--- config.mk ---
export PLATFORM = sky130hd
export DESIGN_NAME = sorted_score_list
export DESIGN_NICKNAME = d
export VERILOG_FILES = /design/src/hw/rtl/ssl_pkg.sv /design/src/hw/rtl/ssl_cell.sv /design/src/hw/rtl/sorted_score_list.sv
export SDC_FILE = /design/constraint.sdc
export NUM_CORES = 2
export LEC_CHECK = 0
export ABC_AREA = 1
export BUFFER_PORTS_ARGS = -buffer_cell sky130_fd_sc_hd__buf_2
export CAP_MARGIN = 15
export CORE_MARGIN = 2
export CORE_UTILIZATION = 45
export DETAILED_ROUTE_END_ITERATION = 8
export GPL_TIMING_DRIVEN = 0
export SYNTH_ARGS = -nofsm -noshare
export SYNTH_HDL_FRONTEND = slang
export SYNTH_HIERARCHICAL = 1
export SYNTH_SLANG_ARGS = --single-unit
--- constraint.sdc ---
create_clock -name clock -period 13.8 [get_ports clock]
set_input_delay 0.69 -clock clock [delete_from_list [all_inputs] [get_ports clock]]
set_output_delay 0.69 -clock clock [all_outputs]
set_load 0.01 [all_outputs]
--- src/hw/rtl/ssl_pkg.sv ---
// ssl_pkg: shared types, codes and sizes for the sorted score list.
// Used by ssl_cell and sorted_score_list; depends on nothing else.

package ssl_pkg;

   // Table size and derived widths
   localparam int DEPTH    = 16;
   localparam int IDX_W    = (DEPTH > 2) ? $clog2(DEPTH) : 1;
   localparam int MAX_READ = 16;
   localparam int POS_W    = 4;
   localparam int ID_W     = 16;
   localparam int SCORE_W  = 16;

   // Request function codes
   localparam logic [1:0] FUNC_BACK   = 2'd0;
   localparam logic [1:0] FUNC_FRONT  = 2'd1;
   localparam logic [1:0] FUNC_READ   = 2'd2;
   localparam logic [1:0] FUNC_UNUSED = 2'd3;

   // Response status codes
   localparam logic [1:0] STATUS_READ     = 2'd0;
   localparam logic [1:0] STATUS_INSERTED = 2'd1;
   localparam logic [1:0] STATUS_DROPPED  = 2'd2;
   localparam logic [1:0] STATUS_REJECTED = 2'd3;

   typedef struct packed {
      logic [1:0]         func;
      logic [ID_W-1:0]    name_id;
      logic [SCORE_W-1:0] score;
   } req_type;

   typedef struct packed {
      logic [1:0]         status;
      logic               entry_valid;
      logic [POS_W-1:0]   position;
      logic [ID_W-1:0]    out_name_id;
      logic [SCORE_W-1:0] out_score;
      logic               last;
   } rsp_type;

   // One stored table entry
   typedef struct packed {
      logic               valid;
      logic [ID_W-1:0]    name_id;
      logic [SCORE_W-1:0] score;
   } entry_type;

   typedef enum logic [1:0] {
      CELL_HOLD,
      CELL_INSERT,
      CELL_ROTATE
   } cell_op_type;

   // Command broadcast to every cell of the chain
   typedef struct packed {
      cell_op_type        op;
      logic               front;
      logic [ID_W-1:0]    name_id;
      logic [SCORE_W-1:0] score;
   } cell_ctl_type;

   typedef enum logic [1:0] {
      ST_IDLE,
      ST_INS_RESP,
      ST_READ
   } state_type;

endpackage

--- src/hw/rtl/ssl_cell.sv ---
// ssl_cell: one rank of the sorted score list, holding a single entry.
// Depends on ssl_pkg for the entry and command types.

module ssl_cell (
   input  logic                  clock,
   input  logic                  reset,
   input  ssl_pkg::cell_ctl_type ctl,
   input  logic                  ahead_left,
   input  ssl_pkg::entry_type    left,
   input  ssl_pkg::entry_type    right,
   output ssl_pkg::entry_type    cur,
   output logic                  ahead,
   output logic                  fresh
);
   import ssl_pkg::*;

   entry_type entry_ff, entry_in;
   logic      fresh_ff, fresh_in;

   // Entry stays ahead of the new word: strictly higher, or equal for back insert
   always_comb begin
      if (ctl.front) begin
         ahead = entry_ff.valid && (entry_ff.score > ctl.score);
      end else begin
         ahead = entry_ff.valid && (entry_ff.score >= ctl.score);
      end
   end

   // Next entry: keep, load the new word, shift down, or rotate up
   always_comb begin
      entry_in = entry_ff;
      fresh_in = 1'b0;
      case (ctl.op)
         CELL_INSERT: begin
            if (!ahead) begin
               if (ahead_left) begin
                  entry_in.valid   = 1'b1;
                  entry_in.name_id = ctl.name_id;
                  entry_in.score   = ctl.score;
                  fresh_in         = 1'b1;
               end else begin
                  entry_in = left;
               end
            end
         end
         CELL_ROTATE: begin
            entry_in = right;
         end
         default: begin
            entry_in = entry_ff;
         end
      endcase
   end

   always_ff @(posedge clock) begin
      entry_ff.name_id <= entry_in.name_id;
      entry_ff.score   <= entry_in.score;
      if (reset) begin
         entry_ff.valid <= 1'b0;
         fresh_ff       <= 1'b0;
      end else begin
         entry_ff.valid <= entry_in.valid;
         fresh_ff       <= fresh_in;
      end
   end

   assign cur   = entry_ff;
   assign fresh = fresh_ff;

endmodule

--- src/hw/rtl/sorted_score_list.sv ---
// sorted_score_list: top level, a chain of ssl_cell ranks plus the sequencer.
// Depends on ssl_pkg and ssl_cell.
//
// Usage. A request word is taken on req_word at a rising edge where start is
// high and busy is low. Function back/front insert places (name_id, score) in
// descending score order, after or before equal scores. When all DEPTH ranks
// are full the lowest entry is dropped, or the new word is rejected if its
// score is not above it. A read streams the stored entries from rank 0, at
// most 16 of them, the final one flagged by last; an empty table gives one
// invalid word. Function code 3 is taken and ignored.
// Timing. Every cell compares and shifts in the accept cycle, so an insert
// updates the table at the accept edge; its response word is registered in
// the response state, busy high for one cycle. A read rotates the whole
// chain once, one rank per cycle, busy until the rotation ends; words are
// registered from rotation step 0 on, one word per cycle. The rotation length sets the read time.
// Each response is on rsp_word for exactly one cycle with rsp_strobe high;
// the receiver cannot stall it. Reset (synchronous) empties the table.

module sorted_score_list (
   input  logic             clock,
   input  logic             reset,
   input  logic             start,
   input  ssl_pkg::req_type req_word,
   output logic             busy,
   output logic             rsp_strobe,
   output ssl_pkg::rsp_type rsp_word
);
   import ssl_pkg::*;

   state_type         state_ff, state_in;
   logic [IDX_W-1:0]  rot_ff, rot_in;
   req_type           pend_ff, pend_in;
   logic [1:0]        ins_status_ff, ins_status_in;
   rsp_type           rsp_ff, rsp_in;
   logic              strobe_ff, strobe_in;

   cell_ctl_type      ctl;
   entry_type         cells [DEPTH];
   logic [DEPTH-1:0]  ahead_vec;
   logic [DEPTH-1:0]  fresh_vec;
   logic [DEPTH-1:0]  valid_vec;

   logic              accept;
   logic              is_insert;
   logic              reject;
   logic              full;
   logic [POS_W-1:0]  ins_pos;
   logic              rot_end;
   logic              read_emit;
   logic              read_last;

   // Cell chain
   for (genvar g = 0; g < DEPTH; g++) begin : g_cell
      localparam int NXT = (g == DEPTH - 1) ? 0 : g + 1;
      localparam int PRV = (g == 0) ? 0 : g - 1;
      logic      ahead_left;
      entry_type left;

      assign ahead_left = (g == 0) ? 1'b1 : ahead_vec[PRV];
      assign left       = cells[PRV];

      ssl_cell u_cell (
         .clock      (clock),
         .reset      (reset),
         .ctl        (ctl),
         .ahead_left (ahead_left),
         .left       (left),
         .right      (cells[NXT]),
         .cur        (cells[g]),
         .ahead      (ahead_vec[g]),
         .fresh      (fresh_vec[g])
      );

      assign valid_vec[g] = cells[g].valid;
   end

   // Request decode and full-table check
   assign accept    = start && !busy;
   assign is_insert = (req_word.func == FUNC_BACK) || (req_word.func == FUNC_FRONT);
   assign full      = cells[DEPTH-1].valid;
   assign reject    = full && (req_word.score <= cells[DEPTH-1].score);

   // Rank of the new word from the one-hot fresh marks
   always_comb begin
      ins_pos = '0;
      for (int i = 0; i < DEPTH; i++) begin
         ins_pos = ins_pos | (fresh_vec[i] ? POS_W'(i) : '0);
      end
   end

   // Read stream conditions at rotation step rot_ff
   assign rot_end   = (rot_ff == IDX_W'(DEPTH - 1));
   assign read_emit = (rot_ff == '0) ||
                      (cells[0].valid && (32'(rot_ff) < MAX_READ));
   assign read_last = !cells[0].valid || !cells[1 % DEPTH].valid || rot_end ||
                      (32'(rot_ff) == MAX_READ - 1);

   // Next state
   always_comb begin
      state_in = state_ff;
      case (state_ff)
         ST_IDLE: begin
            if (accept && is_insert) begin
               state_in = ST_INS_RESP;
            end else if (accept && (req_word.func == FUNC_READ)) begin
               state_in = ST_READ;
            end
         end
         ST_INS_RESP: begin
            state_in = ST_IDLE;
         end
         ST_READ: begin
            if (rot_end) begin
               state_in = ST_IDLE;
            end
         end
         default: begin
            state_in = ST_IDLE;
         end
      endcase
   end

   // Outputs of the sequencer: cell command, pending word, response
   always_comb begin
      busy          = (state_ff != ST_IDLE);
      ctl.op        = CELL_HOLD;
      ctl.front     = (req_word.func == FUNC_FRONT);
      ctl.name_id   = req_word.name_id;
      ctl.score     = req_word.score;
      pend_in       = pend_ff;
      ins_status_in = ins_status_ff;
      rot_in        = rot_ff;
      rsp_in        = rsp_ff;
      strobe_in     = 1'b0;
      case (state_ff)
         ST_IDLE: begin
            rot_in = '0;
            if (accept && is_insert) begin
               pend_in = req_word;
               if (reject) begin
                  ins_status_in = STATUS_REJECTED;
               end else begin
                  ctl.op        = CELL_INSERT;
                  ins_status_in = full ? STATUS_DROPPED : STATUS_INSERTED;
               end
            end
         end
         ST_INS_RESP: begin
            strobe_in = 1'b1;
            rsp_in.last = 1'b1;
            rsp_in.status = ins_status_ff;
            if (ins_status_ff == STATUS_REJECTED) begin
               rsp_in.entry_valid = 1'b0;
               rsp_in.position    = '0;
               rsp_in.out_name_id = '0;
               rsp_in.out_score   = '0;
            end else begin
               rsp_in.entry_valid = 1'b1;
               rsp_in.position    = ins_pos;
               rsp_in.out_name_id = pend_ff.name_id;
               rsp_in.out_score   = pend_ff.score;
            end
         end
         ST_READ: begin
            ctl.op             = CELL_ROTATE;
            rot_in             = rot_ff + 1'b1;
            strobe_in          = read_emit;
            rsp_in.status      = STATUS_READ;
            rsp_in.entry_valid = cells[0].valid;
            rsp_in.position    = cells[0].valid ? POS_W'(rot_ff) : '0;
            rsp_in.out_name_id = cells[0].valid ? cells[0].name_id : '0;
            rsp_in.out_score   = cells[0].valid ? cells[0].score : '0;
            rsp_in.last        = read_last;
         end
         default: begin
            busy = 1'b1;
         end
      endcase
   end

   // Registers
   always_ff @(posedge clock) begin
      pend_ff       <= pend_in;
      ins_status_ff <= ins_status_in;
      rsp_ff        <= rsp_in;
      rot_ff        <= rot_in;
      if (reset) begin
         state_ff  <= ST_IDLE;
         strobe_ff <= 1'b0;
      end else begin
         state_ff  <= state_in;
         strobe_ff <= strobe_in;
      end
   end

   assign rsp_strobe = strobe_ff;
   assign rsp_word   = rsp_ff;

   // Table stays packed from rank 0 whenever the block is idle
   a_packed: assert property (@(posedge clock) disable iff (reset)
      (state_ff == ST_IDLE) |-> (((valid_vec >> 1) & ~valid_vec) == '0))
      else $error("table has a hole");

   // At most one cell marks the newly inserted word
   a_fresh_one: assert property (@(posedge clock) disable iff (reset)
      $onehot0(fresh_vec))
      else $error("more than one fresh cell");

   // Every accepted insert or read is answered with a strobed response word
   a_first_rsp: assert property (@(posedge clock) disable iff (reset)
      (accept && (is_insert || (req_word.func == FUNC_READ))) |-> ##2 rsp_strobe)
      else $error("missing first response word");

   // Insert responses are always single words
   a_ins_last: assert property (@(posedge clock) disable iff (reset)
      (rsp_strobe && (rsp_word.status != STATUS_READ)) |-> rsp_word.last)
      else $error("insert response without last");

   // A successful insert leaves the table non-empty
   a_ins_fill: assert property (@(posedge clock) disable iff (reset)
      (state_ff == ST_INS_RESP && ins_status_ff != STATUS_REJECTED) |-> valid_vec[0])
      else $error("insert left table empty");

endmodule

---- Word level (Yosys, flattened, before mapping) ----
Index checks and enable logic that the tools add are counted.
word-level totals
  flip-flop bits (word level) ............. 624
  word-level logic and storage cells ...... 344
operators by class
  add/subtract/negate cells ............... 1
  magnitude comparators ................... 33
  eq/ne operators ......................... 26
  multiplexer cells ....................... 109
  bitwise logic cells ..................... 15
  reduce and logical (&&, ||, !) cells .... 85
operators with widths
  kind                                                             count
  33-bit one-hot mux with 2 select lines                           16
  33-bit two-way mux                                               31
  16-bit greater-or-equal comparator                               16
  16-bit greater-than comparator                                   16
  40-bit one-hot mux with 2 select lines                           1
  3-bit OR reduction                                               16
  37-bit two-way mux                                               1
  1-bit logical AND                                                36
  4-bit two-way mux                                                9
  2-bit AND reduction                                              18
  1-bit two-way mux                                                35
  2-bit != test, second input constant                             17
  16-bit two-way mux                                               2
  4-bit bitwise OR                                                 7
  16-bit less-or-equal comparator                                  1
  2-bit two-way mux                                                6
  3-bit two-way mux                                                4
  3-bit bitwise OR                                                 3
  2-bit == test, second input constant                             4
  2-bit one-hot mux with 2 select lines                            2
  4-bit one-hot mux with 2 select lines                            1
  2-bit nonzero test                                               4
  2-bit by 1-bit == test with 1-bit output, second input constant  3
  1-bit logical OR                                                 5
  12 further kinds                                                 15

---- Longest topological paths before layout ----
  depth in word-level cells ............... 17
  depth in mapped cells ................... 19

---- By module ----
The synthesis kept the hierarchy.
modules (own cells, without submodules)
  module             times used  cells each  area each (um^2)
  ssl_cell           16          274         2,192.1
  sorted_score_list  1           333         3,768.6

---- Worst setup path after synthesis ----
OpenSTA, ideal clock, no wires.
  kind .................................... input-to-reg
  from .................................... input start
  to ...................................... register g_cell[0].u_cell.entry_ff (netlist bit g_cell[0].u_cell/cur[0]), enable pin
  library setup time ...................... 0.479 ns
  data arrival time ....................... 4.362 ns
  required time ........................... 13.321 ns
  slack ................................... 8.959 ns
  cell stages on the path ................. 11
  buffers on the path ..................... 2
  cell sequence ........................... nand2_1 > nor2_1 > inv_1 > nor2_1 > inv_1 > a21oi_1 > inv_1 > nand2_1 > buf_4 > buf_2 > nand2_1
RTL lines
  element          line                     source
  start, declared  sorted_score_list.sv:22  input logic start,
  end, declared    ssl_cell.sv:17           entry_type entry_ff, entry_in;

==> out/results.tsv <==
metric	value	unit
status	completed	
syn_nets	5029	
detailed-routing iteration count for the pre-antenna-repair pass	6	
Site Rows	107	
number of cells produced by synthesis	4714	
number of I/O port buffers	78	
post-detailed-route count of antenna-violating nets	0	
RePlAce Congestion	0.8780	
netlist area before placement	38810	um^2
WL final	129.6	mm
kind of critical path	input pin to flop	
top library cells by usage in the layout, fill and taps aside	sky130_fd_sc_hd__nand2_1 (1,470), sky130_fd_sc_hd__nor2_1 (639), sky130_fd_sc_hd__edfxtp_1 (590)	
Clock transition at path regs	0.06	ns
number of H-tree levels	3	
Post-DP HPWL	94.89	mm
clock period minus worst slack	4.461	ns
CP startpoint kind	input pin	
count of instances resized after the clock tree is built	0	
count of boundary I/O pins	79	
antenna violations before repair	8	
number of buffers added for setup after CTS	0	
die footprint	88620	um^2
mean number of vias per cell	5.534	
detailed-route DRC error count	0	
Die X	297.7	um
Max Slew Vio Count	0	
required time of the critical path	14.18	ns
worst min path class	input pin to flop	
total of endpoints with negative setup slack in the final report	0	
aggregate negative setup slack	0	ns
Max Root-Sink Buffers	3	
unrepaired setup endpoints after global routing	no	
final count of hold timing violations	0	
worst clock skew on the final layout	0.03845	ns
TritonCTS clock tree	done	
Clock Latency Late Sink	0.66	ns
Area growth, synth to finish	12.91	%
power per cell area	243.9	nW/um^2
Final Power	0.01069	W
Sequential cell area	18400	um^2
Fill cells	8095	
wire length of the first global-routing pass	192.3	mm
number of antenna repair diodes	0	
layout cell share with drive strength beyond 1	0.1098	
# nets final	5207	
drt first-iter violations	4020	
P_leak	19.43	nW
gr ovfl total	0	
highest clock rate	224.2	MHz
vias in the first global route	31300	
drt wl/cell	21.25	um
placed cells	5956	
count of synthesis-stage warnings from yosys	6	
Vert. Die Dim	297.7	um
combined area of the multi-input logic cells	17390	um^2
count of placed standard cells in the final layout, fillers left out	6097	
Post-CTS Hold Buffers	0	
worst-path maximum fanout	34	
reg2reg path depth	16	
via count	33740	
maximum capacitance violations	0	
core region area	85280	um^2
largest net degree at the start of global routing	35	
all-layer global routing usage	0.2849	
most frequent standard cell in the layout excluding fill and tap cells	sky130_fd_sc_hd__nand2_1	
total CTS buffers	76	
mean instance size in the synthesized netlist	8.234	um^2
number of sinks on the clock net	624	
starting density of the core	0.4551	
tightest slew margin relative to the limit	0.1451	
critical path capture point type	flop	
measured slew at the worst slew-check pin	1.282	ns
share of the clock period used by the worst path	0.3233	
worst vdd ir	0.1654	mV
arrival time worst endpoint	4.84	ns
cell at the root of the clock tree	sky130_fd_sc_hd__clkbuf_16	
number of cells on the worst hold path	4	
==> cell type report <==
type                            count  area share
Sequential cell                   624      0.4198
Multi-Input combinational cell   3341      0.3968
Clock buffer                      102     0.04631
Inverter                          518     0.04443
Tap cell                         1144     0.03266
Buffer                            231     0.02538
Timing Repair Buffer              100     0.02221
Clock inverter                     37     0.01242
==> metal layers <==
layer  share of wire  wire [um]  up-vias  global-route usage
met2            0.42      54930     1620              0.4261
met1            0.44      57630    15731              0.4217
met5         0.00086        112        -                   0
met4           0.035       4553       16             0.09452
met3           0.095      12360      273             0.04193
li1                -          -    16100                   -
==> power breakdown <==
part	switching, W	internal, W
clock network	0.000862	0.00122
registers	0.000893	0.00350
logic	0.00267	0.00154
total	0.00442	0.00626
==> critical path: stages <==
cell and delay (ns):
sky130_fd_sc_hd__buf_2 0.89, sky130_fd_sc_hd__ha_1 0.30, sky130_fd_sc_hd__nand4_1 0.13, sky130_fd_sc_hd__nor3_1 0.22, sky130_fd_sc_hd__nand2_1 0.08, sky130_fd_sc_hd__nand2_1 0.07
sky130_fd_sc_hd__nand2_1 0.08, sky130_fd_sc_hd__a21oi_4 0.53, sky130_fd_sc_hd__buf_16 0.23, sky130_fd_sc_hd__inv_1 0.08, sky130_fd_sc_hd__nand2_1 0.15, sky130_fd_sc_hd__buf_4 0.20
sky130_fd_sc_hd__buf_2 0.25, sky130_fd_sc_hd__nand2_1 0.47, sky130_fd_sc_hd__buf_16 0.35
==> worst paths after layout <==
kind | to | start | slack, ns
min | state_ff[1] | req_word[32] | 0.50
max | g_cell[6].u_cell/cur[0] | req_word[9] | 9.34
max reg2reg | g_cell[6].u_cell/cur[0] | state_ff[1] | 9.69
min reg2reg | state_ff[0] | state_ff[0] | 0.51
==> per-stage QoR <==
step,area [um^2],hold WS (ns),setup WS [ns],utilization
6_report,43820,0.4964,9.339,0.5139
5_1_grt,43820,0.5204,9.173,0.5139
4_1_cts,43780,0.4659,9.413,0.5133
3_5_place_dp,41200,0.4851,8.763,0.4831
3_3_place_gp,40640,0.4733,5.501,0.4765
2_1_floorplan,38810,0.4509,8.959,-
==> sequential cells by signal (all words and copies together), names as in the netlist <==
name                 count
ins_status_ff            2
rot_ff                   4
state_ff                 2
pend_ff                 32
g_cell.u_cell/fresh     15
rsp_strobe               1
rsp_word                40
g_cell.u_cell/cur      528
No activity file was read; power rests on OpenSTA's default activity.
